File: config.mk
export PLATFORM = sky130hd
export DESIGN_NAME = json_string_escaper_unit
export DESIGN_NICKNAME = d
export VERILOG_FILES = /design/src/jse_pkg.sv /design/src/json_string_escaper_unit.sv /design/src/jse_front.sv /design/src/jse_queue.sv /design/src/jse_back.sv
export SDC_FILE = /design/constraint.sdc
export NUM_CORES = 1
export LEC_CHECK = 0
export ABC_AREA = 1
export BUFFER_PORTS_ARGS = -buffer_cell sky130_fd_sc_hd__buf_2
export CAP_MARGIN = 10
export CELL_PAD_IN_SITES_DETAIL_PLACEMENT = 2
export CELL_PAD_IN_SITES_GLOBAL_PLACEMENT = 2
export CORE_MARGIN = 2
export CORE_UTILIZATION = 36
export CTS_CLUSTER_SIZE = 20
export DETAILED_ROUTE_END_ITERATION = 7
export PLACE_DENSITY_LB_ADDON = 0.1
export SETUP_SLACK_MARGIN = 0.05
export SLEW_MARGIN = 20
export SYNTH_ARGS = -nofsm -noshare
export SYNTH_HDL_FRONTEND = slang
export SYNTH_HIERARCHICAL = 1
export SYNTH_SLANG_ARGS = --single-unit
File: constraint.sdc
create_clock -name clk -period 3.05 [get_ports clk]
set_input_delay 0.4575 -clock clk [delete_from_list [all_inputs] [get_ports clk]]
set_output_delay 0.4575 -clock clk [all_outputs]
set_load 0.005 [all_outputs]
File: src/jse_pkg.sv
// Shared types, character constants and helpers for the JSON string escaper.
`timescale 1ns / 1ps
package jse_pkg;

    // Input item: one raw string byte
    typedef struct packed {
        logic [7:0] in_byte;
        logic       string_end;
    } in_item_t;

    // Result item: one byte of escaped text
    typedef struct packed {
        logic [7:0] out_byte;
        logic       run_last;
        logic       string_done;
    } out_item_t;

    // Escape class of a byte
    typedef logic [1:0] kind_t;
    localparam kind_t KIND_PLAIN   = 2'd0;
    localparam kind_t KIND_SHORT   = 2'd1;
    localparam kind_t KIND_UNICODE = 2'd2;

    // Classified item held between front and back
    typedef struct packed {
        kind_t      kind;
        logic [7:0] esc_char;
        logic [7:0] raw;
        logic       string_end;
    } cls_item_t;

    // Byte index within one item's escaped text
    typedef logic [2:0] step_t;

    localparam logic [7:0] CH_BACKSLASH = 8'h5C;
    localparam logic [7:0] CH_QUOTE     = 8'h22;
    localparam logic [7:0] CH_BS        = 8'h08;
    localparam logic [7:0] CH_FF        = 8'h0C;
    localparam logic [7:0] CH_LF        = 8'h0A;
    localparam logic [7:0] CH_CR        = 8'h0D;
    localparam logic [7:0] CH_TAB       = 8'h09;
    localparam logic [7:0] CH_CTRL_TOP  = 8'h20;
    localparam logic [7:0] CH_LOW_B     = 8'h62;
    localparam logic [7:0] CH_LOW_F     = 8'h66;
    localparam logic [7:0] CH_LOW_N     = 8'h6E;
    localparam logic [7:0] CH_LOW_R     = 8'h72;
    localparam logic [7:0] CH_LOW_T     = 8'h74;
    localparam logic [7:0] CH_LOW_U     = 8'h75;
    localparam logic [7:0] CH_ZERO      = 8'h30;
    localparam logic [7:0] CH_LOW_A     = 8'h61;

    // Index of the final byte for each class
    function automatic step_t last_step(input kind_t kind);
        step_t r;
        case (kind)
            KIND_PLAIN:   r = 3'd0;
            KIND_SHORT:   r = 3'd1;
            KIND_UNICODE: r = 3'd5;
            default:      r = 3'd0;
        endcase
        return r;
    endfunction

    // Lower-case hex digit of a nibble
    function automatic logic [7:0] hex_digit(input logic [3:0] n);
        logic [7:0] r;
        if (n < 4'd10)
            r = CH_ZERO + {4'd0, n};
        else
            r = CH_LOW_A + {4'd0, n} - 8'd10;
        return r;
    endfunction

endpackage

File: src/json_string_escaper_unit.sv
// An item pushed is first written into the queue, then its first byte into the output register.
// Throughput: one result byte per cycle while items wait and the consumer pops; a raw
// byte becomes 1, 2 or 6 result bytes in the output serializer (plain, short escape,
// \u00XX form); the front queue of QUEUE_DEPTH items keeps accepting until full.
// Reset: rst_n clears the queue and the output valid flag; empty is high afterward.
`timescale 1ns / 1ps
module json_string_escaper_unit
    import jse_pkg::*;
#(
    parameter int QUEUE_DEPTH = 4
)
(
    input  logic      clk,
    input  logic      rst_n,
    input  logic      push,
    output logic      full,
    input  in_item_t  in_item,
    output logic      empty,
    input  logic      pop,
    output out_item_t out_item
);

    cls_item_t front_item;
    cls_item_t head;
    logic      head_valid;
    logic      head_pop;
    logic      wr_en;

    assign wr_en = push && !full;

    jse_front u_front (
        .in_item  (in_item),
        .cls_item (front_item)
    );

    jse_queue #(
        .DEPTH (QUEUE_DEPTH)
    ) u_queue (
        .clk      (clk),
        .rst_n    (rst_n),
        .wr_en    (wr_en),
        .wr_data  (front_item),
        .full     (full),
        .rd_en    (head_pop),
        .rd_valid (head_valid),
        .rd_data  (head)
    );

    jse_back u_back (
        .clk        (clk),
        .rst_n      (rst_n),
        .head_valid (head_valid),
        .head       (head),
        .head_pop   (head_pop),
        .empty      (empty),
        .pop        (pop),
        .out_item   (out_item)
    );

endmodule

File: src/jse_front.sv
// Front end: classify a raw byte into its escape class.
`timescale 1ns / 1ps
module jse_front
    import jse_pkg::*;
(
    input  in_item_t  in_item,
    output cls_item_t cls_item
);

    // Pick the class and the short-escape letter
    always_comb
    begin
        cls_item.raw        = in_item.in_byte;
        cls_item.string_end = in_item.string_end;
        cls_item.esc_char   = in_item.in_byte;
        cls_item.kind       = KIND_PLAIN;
        case (in_item.in_byte)
            CH_QUOTE, CH_BACKSLASH:
            begin
                cls_item.kind = KIND_SHORT;
            end
            CH_BS:
            begin
                cls_item.kind     = KIND_SHORT;
                cls_item.esc_char = CH_LOW_B;
            end
            CH_FF:
            begin
                cls_item.kind     = KIND_SHORT;
                cls_item.esc_char = CH_LOW_F;
            end
            CH_LF:
            begin
                cls_item.kind     = KIND_SHORT;
                cls_item.esc_char = CH_LOW_N;
            end
            CH_CR:
            begin
                cls_item.kind     = KIND_SHORT;
                cls_item.esc_char = CH_LOW_R;
            end
            CH_TAB:
            begin
                cls_item.kind     = KIND_SHORT;
                cls_item.esc_char = CH_LOW_T;
            end
            default:
            begin
                if (in_item.in_byte < CH_CTRL_TOP)
                    cls_item.kind = KIND_UNICODE;
            end
        endcase
    end

endmodule

File: src/jse_queue.sv
// Short queue of classified items between front and back.
`timescale 1ns / 1ps
module jse_queue
    import jse_pkg::*;
#(
    parameter int DEPTH = 4
)
(
    input  logic      clk,
    input  logic      rst_n,
    input  logic      wr_en,
    input  cls_item_t wr_data,
    output logic      full,
    input  logic      rd_en,
    output logic      rd_valid,
    output cls_item_t rd_data
);

    localparam int PTR_W = (DEPTH > 1) ? $clog2(DEPTH) : 1;
    localparam int CNT_W = $clog2(DEPTH + 1);
    localparam logic [PTR_W-1:0] PTR_MAX = PTR_W'(DEPTH - 1);
    localparam logic [CNT_W-1:0] CNT_MAX = CNT_W'(DEPTH);

    cls_item_t        entry_reg [DEPTH];
    logic [PTR_W-1:0] wr_ptr_reg, wr_ptr_next;
    logic [PTR_W-1:0] rd_ptr_reg, rd_ptr_next;
    logic [CNT_W-1:0] count_reg, count_next;

    assign full     = (count_reg == CNT_MAX);
    assign rd_valid = (count_reg != '0);
    assign rd_data  = entry_reg[rd_ptr_reg];

    // Advance pointers and track the fill level
    always_comb
    begin
        wr_ptr_next = wr_ptr_reg;
        rd_ptr_next = rd_ptr_reg;
        count_next  = count_reg;
        if (wr_en)
            wr_ptr_next = (wr_ptr_reg == PTR_MAX) ? '0 : wr_ptr_reg + 1'b1;
        if (rd_en)
            rd_ptr_next = (rd_ptr_reg == PTR_MAX) ? '0 : rd_ptr_reg + 1'b1;
        if (wr_en && !rd_en)
            count_next = count_reg + 1'b1;
        else if (rd_en && !wr_en)
            count_next = count_reg - 1'b1;
    end

    always_ff @(posedge clk or negedge rst_n)
    begin
        if (!rst_n)
        begin
            wr_ptr_reg <= '0;
            rd_ptr_reg <= '0;
            count_reg  <= '0;
        end
        else
        begin
            wr_ptr_reg <= wr_ptr_next;
            rd_ptr_reg <= rd_ptr_next;
            count_reg  <= count_next;
        end
    end

    // Store the incoming item
    always_ff @(posedge clk)
    begin
        if (wr_en)
            entry_reg[wr_ptr_reg] <= wr_data;
    end

endmodule

File: src/jse_back.sv
// Back end: serialize a classified item into escaped bytes.
`timescale 1ns / 1ps
module jse_back
    import jse_pkg::*;
(
    input  logic      clk,
    input  logic      rst_n,
    input  logic      head_valid,
    input  cls_item_t head,
    output logic      head_pop,
    output logic      empty,
    input  logic      pop,
    output out_item_t out_item
);

    step_t      step_reg, step_next;
    logic       out_valid_reg, out_valid_next;
    out_item_t  out_reg;
    logic       load;
    logic       at_last;
    logic [7:0] cur_byte;

    assign load     = head_valid && (!out_valid_reg || pop);
    assign at_last  = (step_reg == last_step(head.kind));
    assign head_pop = load && at_last;
    assign empty    = !out_valid_reg;
    assign out_item = out_reg;

    // Select the byte for the current step
    always_comb
    begin
        cur_byte = head.raw;
        case (head.kind)
            KIND_SHORT:
            begin
                cur_byte = (step_reg == 3'd0) ? CH_BACKSLASH : head.esc_char;
            end
            KIND_UNICODE:
            begin
                case (step_reg)
                    3'd0:    cur_byte = CH_BACKSLASH;
                    3'd1:    cur_byte = CH_LOW_U;
                    3'd2:    cur_byte = CH_ZERO;
                    3'd3:    cur_byte = CH_ZERO;
                    3'd4:    cur_byte = hex_digit(head.raw[7:4]);
                    default: cur_byte = hex_digit(head.raw[3:0]);
                endcase
            end
            default:
            begin
                cur_byte = head.raw;
            end
        endcase
    end

    // Advance the step and hold or refill the output register
    always_comb
    begin
        step_next      = step_reg;
        out_valid_next = out_valid_reg;
        if (load)
        begin
            step_next      = at_last ? '0 : step_reg + 1'b1;
            out_valid_next = 1'b1;
        end
        else if (pop)
        begin
            out_valid_next = 1'b0;
        end
    end

    always_ff @(posedge clk or negedge rst_n)
    begin
        if (!rst_n)
        begin
            step_reg      <= '0;
            out_valid_reg <= 1'b0;
        end
        else
        begin
            step_reg      <= step_next;
            out_valid_reg <= out_valid_next;
        end
    end

    always_ff @(posedge clk)
    begin
        if (load)
        begin
            out_reg.out_byte    <= cur_byte;
            out_reg.run_last    <= at_last;
            out_reg.string_done <= at_last && head.string_end;
        end
    end

endmodule

Word-level counts from Yosys, hierarchy flattened
Memories as Yosys holds them, arrays and structs flattened.
Index checks and enable logic that the tools add are counted.
Widths: inputs -> output; s select.
{ "classes": {"n_reduce_logical": 17, "add_sub_neg": 11, "n_mux": 18, "n_eq_ne": 17, "magnitude_cmp": 3} }
{ "op_table": {"columns": ["operator", "count"], "rows": [
  ["$eq 8x4->1 const B", 5],
  ["$pmux 8 s5", 1],
  ["$pmux 8 s4", 1],
  ["$mux 8", 3],
  ["$add 7x4->8 const A", 2],
  ["$pmux 8 s2", 1],
  ["$sub 8x4->8 const B", 2],
  ["$add 6x4->7 const A", 2],
  ["$mux 3", 3],
  ["$eq 8x6->1 const B", 1],
  ["$eq 8x7->1 const B", 1],
  ["$lt 4x4->1 const B", 2],
  ["$lt 8x6->1 const B", 1],
  ["$mux 2", 4],
  ["$reduce_or 7->1", 1],
  ["$add 3x1->3 const B", 2],
  ["$eq 2x2->1 const B", 3],
  ["$eq 3x2->1 const B", 2],
  ["$eq 3x3->1 const B", 2],
  ["$logic_and 1x1->1", 6],
  ["$pmux 3 s2", 1],
  ["$add 2x1->2 const B", 2],
  ["$logic_not 1->1", 4],
  ["$mux 1", 4],
  ["9 further kinds", 10]
]} }
{ "totals": {"input_bits": 13, "n_memories": 1, "ff_bits": 21, "ramBits": 76, "output_inout_bits": 12, "wordCells": 75} }
{ "mem_list": {"columns": ["name", "words", "width", "rd", "rd_ports_with_merged_regs", "write_ports", "line", "text"], "rows": [
  ["u_queue.entry_reg", 4, 19, 1, 0, 1, "jse_queue.sv:24", "cls_item_t entry_reg [DEPTH];"]
]} }

Longest topological paths before layout
Gate-level depths: netlist of run 1.
An unclocked memory read counts as a cell.
{ "logic_depth": {"ltp_word": 8, "depth_mapped": 21} }

By module
The synthesis of run 1 kept the hierarchy.
{ "modules_own_cells": {"columns": ["module", "instances", "cells_per_inst", "area_each_um2"], "rows": [
  ["jse_queue", 1, 275, 3490.8],
  ["jse_back", 1, 158, 1131.1],
  ["jse_front", 1, 64, 379.1],
  ["json_string_escaper_unit", 1, 2, 10.0]
]} }

Least setup slack after synthesis of run 1
Ideal clock, no wire load.
{ "synth_timing": {"path_type": "reg2reg", "from": "register u_queue.rd_ptr_reg[1]", "to": "register u_queue.count_reg[1]", "t_arrival_ps": 2718, "stages_incl_launch_ff": 17, "setup_ps": 117, "path_buffers": 2, "required_ps": 2933, "path_slack_ps": 216, "period_less_slack_ps": 2834, "cell_sequence": "dfrtp_1 -> inv_1 -> clkbuf_1 -> o211ai_1 -> nand2_1 -> inv_1 -> ha_1 -> buf_2 -> xor2_1 -> nand4_1 -> nor2_1 -> inv_1 -> ha_1 -> inv_1 -> fa_1 -> nand2_1 -> nand2_1"} }
{ "synth_lines": {"columns": ["element", "line", "text"], "rows": [
  ["start, declared", "jse_queue.sv:26", "logic [PTR_W-1:0] rd_ptr_reg, rd_ptr_next;"],
  ["start signal, assigned", "jse_queue.sv:60", "rd_ptr_reg <= rd_ptr_next;"],
  ["end signal, assigned", "jse_queue.sv:61", "count_reg <= count_next;"],
  ["end, declared", "jse_queue.sv:27", "logic [CNT_W-1:0] count_reg, count_next;"]
]} }

==> impl_metrics.tcl, run 1 <==
set metrics [dict create \
    rows 43 \
    drive_gt1_frac 0.1871 \
    synth-edff-count 86 \
    fmax_mhz 370.3 \
    ys_seq_area_frac 0.5703 \
    crit_arrival_ns 2.94 \
    grt_pass1_wl_um 20230 \
    via_per_inst 4.829 \
    core_um2 13720 \
    area_growth_pct 11.91 \
    path_max_fanout 13 \
    h-tree-depth 3 \
    relSlewSlack 0.6345 \
    avgSynthCellArea_um2 10.04 \
    dp_hpwl_um 8779 \
    setup-violations-final 0 \
    yosysTopAreaCellShare 0.5154 \
    cp-startpoint "u_queue/rd_ptr_reg[1]$_DFFE_PN0P_" \
    port_buffers 24 \
    syn_inst 499 \
    synth-main-ff-cell "edfxtp_1" \
    critPathRequiredTime_ns 3.29 \
    drtIter0Drc 114 \
    tightest_slew_ns 0.5477 \
    overflow 0 \
    ir_drop_v 0.0003583 \
    clock_latency_ns 0.35 \
    hold_class "input pin to flip-flop" \
    clock_path_buffers 2 \
    wire_per_inst_um 17.37 \
    yosysTopAreaCell "edfxtp_1" \
    die-area_um2 14880 \
    synth.distinct_cells 40 \
    gp_congestion 0.7553 \
    drc_errors 0 \
    power_density_nw_per_um2 1092 \
    grt_usage 0.1803 \
    antenna_left 0 \
    hold_start "in_item[0]" \
    synthTopCellsByCount "nand2_1 (128), edfxtp_1 (86), inv_1 (83), o211ai_1 (29), nor2_1 (16)" \
    grt_max_degree 41 \
    hold_viol_final 0 \
    cts_tree "yes" \
    first_pass_iters 4 \
    critPathKind "flip-flop to flip-flop" \
    critPathLaunchType "flip-flop" \
    ys_async_sr_fraction 0.1134 \
    r2r_slack_ns 0.35 \
    antenna_found_initial 0 \
    num_io_pins 25 \
    finClkSkew_ns 0.008394 \
    yosysMostFrequentCell "nand2_1" \
    clkTransAtPathRegs_ns 0.07 \
    synthTopCellsByArea "edfxtp_1 (52%), nand2_1 (9.6%), inv_1 (6.2%), dfrtp_1 (5.5%), o211ai_1 (4.3%)" \
    timing.rr.start "u_queue/rd_ptr_reg[1]$_DFFE_PN0P_" \
    tns_ns 0 \
    first_global_vias 3787 \
    vias 3424 \
    dp_slack_ns 0.2694 \
    fin_crit_sh 0.8855 \
    netlist_area_um2 5011 \
    largest_register_ffs 76 \
    cts_sinks 97 \
    wirelength_um 12310 \
    drv_cap 0 \
    cp-end-kind "flip-flop" \
    die_x_um 122.0 \
    n_antenna_cell 0 \
    outcome "complete, no violations" \
    clockRootBuffer "clkbuf_16" \
    p_leak_uw 0.002554 \
    drv_slew 0 \
    yosys_warnings 6 \
    layout_setup_ws_ns 0.3493 \
    cts_made_buffers 9 \
    die_h_um 122.0 \
    fin_nets 553 \
    rsz0062_at_grt "no" \
    period_minus_slack_ns 2.701 \
    start_util 0.3653 \
    syn_nets 528 \
    synth_seq_cells 97 \
]
[kinds of logic after synthesis]
kind of cell               Yosys count  share of synthesized area
AOI/OAI and AO/OA                   72                     0.1034
xor gates and xnor gates             3                   0.005244
adders and majority gates           16                    0.04145
buffers and inverters              120                     0.1064
DFF                                 97                     0.5703
and+or+nand+nor                    191                     0.1733
[worst max-delay path, stage by stage (launching register included)]
cell and delay (ns):
dfrtp_1 0.39, buf_6 0.19, o211ai_2 0.12, nand2_1 0.10, inv_1 0.05, ha_1 0.32
xor2_1 0.16, nand4_1 0.14, nor2_2 0.18, inv_1 0.08, ha_1 0.20, inv_1 0.10
fa_1 0.42, nand2_1 0.09, nand2_1 0.05
[metrics by stage]
stage | util | power, uW | hold slack [ns] | instance area, um2 | instances
finish | 0.4088 | 6127 | 0.3263 | 5608 | 709
global route | 0.4088 | 6690 | 0.3204 | 5608 | 709
CTS | 0.4073 | 6201 | 0.3180 | 5588 | 708
detailed placement | 0.3850 | 5030 | 0.3592 | 5283 | 691
global placement | 0.3850 | 4898 | 0.3559 | 5283 | 691
floorplan | - | 4076 | 0.1619 | 5011 | 499
[cell usage in the layout, fill, tap and decap left out, drive strengths merged, types with 9 or more instances in the layout]
| cell type | Yosys | layout |
|---|---|---|
| o211ai | 38 | 38 |
| nand2 | 139 | 139 |
| edfxtp | 86 | 86 |
| a21oi | 17 | 17 |
| dfrtp | 11 | 11 |
| buf | 23 | 38 |
| inv | 93 | 94 |
| o21ai | 11 | 11 |
| nor2 | 25 | 25 |
| nand3 | 15 | 15 |
| clkbuf | 2 | 9 |
| ha | 15 | 15 |
[what timing repair did]
| action | 4_1_cts | 5_1_grt |
|---|---|---|
| hold endpoints to repair | 11 | 0 |
| hold buffers | 1 | 0 |
| gates resized for setup | 0 | 4 |
| setup buffers | 0 | 1 |
| setup endpoints to repair | 0 | 2 |
[layer usage]
layer,global-route usage,share of wire
met5,0,0
met4,0.04741,0.010
met3,0.03090,0.016
met2,0.3219,0.51
met1,0.2254,0.46
[final timing paths]
kind,to,cells past startpoint
setup / recovery,u_queue/count_reg[1]$_DFFE_PN0P_,14
hold / removal,u_queue/entry_reg[1][0]$_DFFE_PP_,1
setup reg to reg,u_queue/count_reg[1]$_DFFE_PN0P_,14
hold reg to reg,u_queue/count_reg[2]$_DFFE_PN0P_,2
max in group asynchronous,u_back/step_reg[1]$_DFFE_PN0P_,2
min in group asynchronous,u_back/out_valid_reg$_DFFE_PN0P_,2
[power breakdown]
part	switching, uW	internal (uW)	total, uW
Sequential	138	1900	2040
Combinational	1970	986	2950
Clock	504	636	1140
Total	2610	3520	6130
[area by class of cell]
type,instances,area [um2]
repair buffers,39,242.7
inverters,95,364.1
clock buffers,9,225.2
clock inverters,7,70.07
flip-flops and latches,97,2858
well taps,180,225.2
fillers,1513,8112
multi-input cells,282,1623
Note: power is estimated with default switching activity, not from simulation.
==> run 2: changes to the inputs <==
Settings changed: CORE_UTILIZATION 36 to 40.
Clock period 3.05 ns to 2.85 ns, I/O delays scaled along.
==> run 2 against run 1 <==
Via count grew 3.3%. Global-route usage up 2.6 points. Highest routed layer unchanged. Largest power group unchanged. Sequential power grew 7%. First-iteration DRC count grew 20%. Die area is 9.7% lower. Hold slack worse by 0.024 ns. Sequential share of layout area decreased by 0.37 points. Combinational power up 16%.
==> impl_metrics.tcl, run 2 (same netlist as run 1, synthesis figures left out) <==
set metrics [dict create \
    outcome "complete, no violations" \
    port_buffers 24 \
    area_growth_pct 12.73 \
    hold_viol_final 0 \
    ir_drop_v 0.0003103 \
    cts_sinks 97 \
    relSlewSlack 0.6443 \
    tns_ns 0 \
    drv_cap 0 \
    vias 3536 \
    cp-end-kind "flip-flop" \
    grt_pass1_wl_um 20430 \
    drive_gt1_frac 0.2090 \
    fin_crit_sh 0.9824 \
    fin_nets 560 \
    cts_tree "yes" \
    hold-worst-slack_ns 0.3022 \
    clock_path_buffers 2 \
    hold_class "input pin to flip-flop" \
    cp_common_cell "nand2_1" \
    critPathLaunchType "flip-flop" \
    first_global_vias 3836 \
    clkTransAtPathRegs_ns 0.07 \
    start_util 0.4137 \
    antenna_found_initial 0 \
    tightest_slew_ns 0.5330 \
    overflow 0 \
    grt_usage 0.2059 \
    cpPeakStageDelay_ns 0.45 \
    dp.cells 677 \
    drv_slew 0 \
    die_x_um 115.9 \
    core_um2 12110 \
    die-area_um2 13440 \
    layout_common_cells "nand2_1 (128), edfxtp_1 (86), inv_1 (80)" \
    num_io_pins 25 \
    n_antenna_cell 0 \
    rsz0062_at_grt "yes" \
    power_density_nw_per_um2 1200 \
    crit_cells 14 \
    fmax_mhz 357.2 \
    via_per_inst 5.023 \
    grt_max_degree 45 \
    first_pass_iters 4 \
    critPathRequiredTime_ns 3.10 \
    crit_arrival_ns 3.05 \
    setup-violations-final 0 \
    rows 40 \
    p_leak_uw 0.002566 \
    instances_no_fill 704 \
    mostFrequentLayoutCell "nand2_1" \
    hold_path_depth 1 \
    critical_path.top_delay_family "adder cells" \
    die_h_um 115.9 \
    antenna_left 0 \
    crit_chain "clkinv_4, buf_4, o211ai_2, nand2_1, ha_4, xor2_1, nand4_1, nor2_2, inv_2, ha_2, inv_2, fa_2, nand2_1, nand2_1" \
    cp.buffers_inverters 4 \
    clockRootBuffer "clkbuf_16" \
    dp_hpwl_um 8620 \
    drc_errors 0 \
    finClkSkew_ns 0.004905 \
    critPathKind "flip-flop to flip-flop" \
    power_uw 6781 \
    gp_congestion 0.7641 \
    period_minus_slack_ns 2.800 \
    h-tree-depth 3 \
    cp_slowest_cell "dfrtp_1" \
    cts_made_buffers 9 \
    clock_latency_ns 0.36 \
    wire_per_inst_um 18.79 \
    path_max_fanout 7 \
    drtIter0Drc 137 \
    reg2reg_depth 14 \
    largest_register_ffs 76 \
    wirelength_um 13230 \
]
run 2: what timing repair did:
item | CTS | global route
resized for setup | 0 | 12
endpoints found under the setup margin | 0 | 5
endpoints found under the hold margin | 11 | 0
hold buffers | 1 | 0
buffers inserted | 0 | 10
run 2: area by class of cell:
cell class,instances,area [um2]
multi-input cells,282,1640
clock buffers,9,225.2
repair buffers,46,295.3
fillers,1276,6462
well taps,168,210.2
flip-flops and latches,97,2858
clock inverters,7,53.80
inverters,95,366.6
run 2: routing by layer:
layer  vias to the layer above  routed length (um)  track usage
li1                       1699                   -            -
met1                      1787                5749       0.2507
met2                        40                6987       0.3692
met3                        10                 355      0.03975
met4                         0                 138      0.06429
met5                         -                   0            0
run 2: worst paths after layout:
| check | start | to | slack [ns] |
|---|---|---|---|
| worst max-delay path | u_queue/rd_ptr_reg[0]$_DFFE_PN0P_ | u_queue/count_reg[1]$_DFFE_PN0P_ | 0.05 |
| worst min-delay path | in_item[0] | u_queue/entry_reg[3][0]$_DFFE_PP_ | 0.30 |
| worst max register to register | u_queue/rd_ptr_reg[0]$_DFFE_PN0P_ | u_queue/count_reg[1]$_DFFE_PN0P_ | 0.05 |
| worst min register to register | u_queue/count_reg[2]$_DFFE_PN0P_ | u_queue/count_reg[2]$_DFFE_PN0P_ | 0.50 |
| max in group asynchronous | rst_n | u_queue/count_reg[1]$_DFFE_PN0P_ | 2.11 |
| min in group asynchronous | rst_n | u_queue/rd_ptr_reg[1]$_DFFE_PN0P_ | 0.52 |
run 2: report_power, final:
| group | switching [uW] | internal [uW] |
|---|---|---|
| clock | 570 | 598 |
| combinational | 2250 | 1170 |
| sequential | 155 | 2030 |
run 2: stage by stage:
step / instance area, um2 / worst slack, ns / util
2_1_floorplan: 5015 / 0.05554 / -
4_1_cts: 5544 / 0.05524 / 0.4577
3_3_place_gp: 5255 / 0.2570 / 0.4339
6_report: 5649 / 0.05026 / 0.4664
5_1_grt: 5649 / -0.1441 / 0.4664
3_5_place_dp: 5255 / 0.08704 / 0.4339
==> run 3: changes to the inputs <==
Settings changed: BUFFER_PORTS_ARGS -buffer_cell sky130_fd_sc_hd__buf_2 to -buffer_cell sky130_fd_sc_hd__clkbuf_2, CORE_MARGIN 2 to default.
==> run 3 against run 2 <==
Flip-flop and latch count is the same. Setup slack gained 0.12 ns. Global-route usage grew 1.2 points. Hold slack gained 0.0052 ns. Wire length shrank 2.5%. Sequential power is essentially flat. Final area grew 0.91%. Via count is essentially flat. Critical path depth grew 2. Clock power grew 18%. Sequential share of layout area shrank 0.46 points. Non-clock buffer count shrank 3.
==> impl_metrics.tcl, run 3 (same netlist as run 1, synthesis figures left out) <==
set metrics [dict create \
    outcome "complete, no violations" \
    tns_ns 0 \
    power_density_nw_per_um2 1212 \
    finClkSkew_ns 0.008970 \
    grt_usage 0.2175 \
    layout_common_cells "nand2_1 (128), edfxtp_1 (86), inv_1 (80)" \
    grt_max_degree 45 \
    wire_per_inst_um 18.40 \
    clock_latency_ns 0.35 \
    h-tree-depth 3 \
    first_global_vias 3975 \
    p_leak_uw 0.002592 \
    switching_power_uw 2871 \
    wirelength_um 12900 \
    mostFrequentLayoutCell "nand2_1" \
    drive_gt1_frac 0.2045 \
    drv_slew 0 \
    rsz0062_at_grt "no" \
    relSlewSlack 0.6473 \
    ir_drop_v 0.0003411 \
    clkTransAtPathRegs_ns 0.07 \
    rows 40 \
    die_h_um 113.9 \
    setup-violations-final 0 \
    fmax_mhz 373.4 \
    core_um2 12110 \
    fin_nets 557 \
    critPathLaunchType "flip-flop" \
    num_io_pins 25 \
    hold_class "input pin to flip-flop" \
    intPower_uw 4039 \
    first_pass_iters 4 \
    combPwrFrac 0.483 \
    regArea_um2 2858 \
    cp-end-kind "flip-flop" \
    start_util 0.4137 \
    critPathKind "flip-flop to flip-flop" \
    via_per_inst 5.046 \
    tightest_slew_ns 0.5285 \
    drtIter0Drc 182 \
    switching_share 0.4155 \
    clock_path_buffers 2 \
    hold_viol_final 0 \
    clockRootBuffer "clkbuf_16" \
    grt_pass1_wl_um 20710 \
    cts_made_buffers 9 \
    p_seq_frac 0.317 \
    port_buffers 24 \
    cts_tree "yes" \
    drc_errors 0 \
    fillers 1268 \
    area_growth_pct 13.76 \
    hold-worst-slack_ns 0.3074 \
    crit_arrival_ns 2.93 \
    path_max_fanout 5 \
    antenna_found_initial 0 \
    die-area_um2 12980 \
    cts_sinks 97 \
    overflow 0 \
    n_antenna_cell 0 \
    largest_register_ffs 76 \
    multi_input_area_um2 1663 \
    critPathRequiredTime_ns 3.10 \
    fin_crit_sh 0.9396 \
    dp_hpwl_um 8800 \
    pwr-share-clk 0.200 \
    die_x_um 113.9 \
    vias 3537 \
    drv_cap 0 \
    gp_congestion 0.7668 \
    period_minus_slack_ns 2.678 \
    antenna_left 0 \
]
==> run 3: repair_timing <==
action	4_1_cts	5_1_grt
buffers inserted	0	7
hold buffers	1	0
gates resized for setup	0	13
endpoints found under the setup margin	0	2
endpoints found under the hold margin	11	0
==> run 3: per-stage QoR <==
stage,setup WS (ns),std cells,utilization,area (um2),power (uW)
detailed placement,0.2036,677,0.4339,5255,5368
floorplan,0.05554,499,-,5015,4370
global placement,0.3401,677,0.4339,5255,5196
finish,0.1722,701,0.4707,5700,6910
CTS,0.1168,694,0.4625,5602,6812
global route,0.006226,701,0.4707,5700,7447
==> run 3: layer usage <==
layer | up-vias | GRT usage | share of wire
li1 | 1691 | - | -
met1 | 1784 | 0.2449 | 0.41
met2 | 46 | 0.4032 | 0.54
met3 | 16 | 0.04888 | 0.030
met4 | 0 | 0.07359 | 0.018
met5 | - | 0 | 0
==> run 3: final timing paths <==
check                                                       start                                 to  slack [ns]  depth (start not counted)
worst max-delay path            u_queue/rd_ptr_reg[0]$_DFFE_PN0P_   u_queue/count_reg[1]$_DFFE_PN0P_        0.17                         16
worst min-delay path                                   in_item[0]  u_queue/entry_reg[0][0]$_DFFE_PP_        0.31                          1
worst max register to register  u_queue/rd_ptr_reg[0]$_DFFE_PN0P_   u_queue/count_reg[1]$_DFFE_PN0P_        0.17                         16
worst min register to register   u_queue/count_reg[2]$_DFFE_PN0P_   u_queue/count_reg[2]$_DFFE_PN0P_        0.49                          2
max in group asynchronous                                   rst_n     u_back/step_reg[2]$_DFFE_PN0P_        2.12                          2
min in group asynchronous                                   rst_n   u_queue/count_reg[1]$_DFFE_PN0P_        0.49                          2
==> run 3: worst max-delay path: stages (launching register included) <==
cell and delay, ns:
dfrtp_1 0.42, inv_4 0.04, buf_4 0.14, nand2_1 0.07, o211ai_1 0.10, nand2_1 0.11
inv_1 0.09, ha_4 0.28, xor2_2 0.13, nand4_1 0.17, nor2_4 0.19, inv_2 0.07
ha_4 0.16, inv_2 0.06, fa_2 0.42, nand2_1 0.08, nand2_1 0.04
==> run 3: layout make-up <==
cell class | count | share of cell area
Timing Repair Buffer | 43 | 0.04719
Clock buffer | 11 | 0.04083
Sequential cell | 97 | 0.5013
Clock inverter | 5 | 0.01822
Multi-Input combinational cell | 282 | 0.2917
Inverter | 95 | 0.06387
Tap cell | 168 | 0.03687
==> run 3: power groups by stage <==
stage | clock network, uW | registers [uW] | logic [uW]
2_1_floorplan | 0 | 2180 | 2190
5_1_grt | 1460 | 2230 | 3760
3_3_place_gp | 0 | 2190 | 3010
3_5_place_dp | 0 | 2220 | 3150
4_1_cts | 1410 | 2190 | 3210
6_report | 1380 | 2190 | 3340
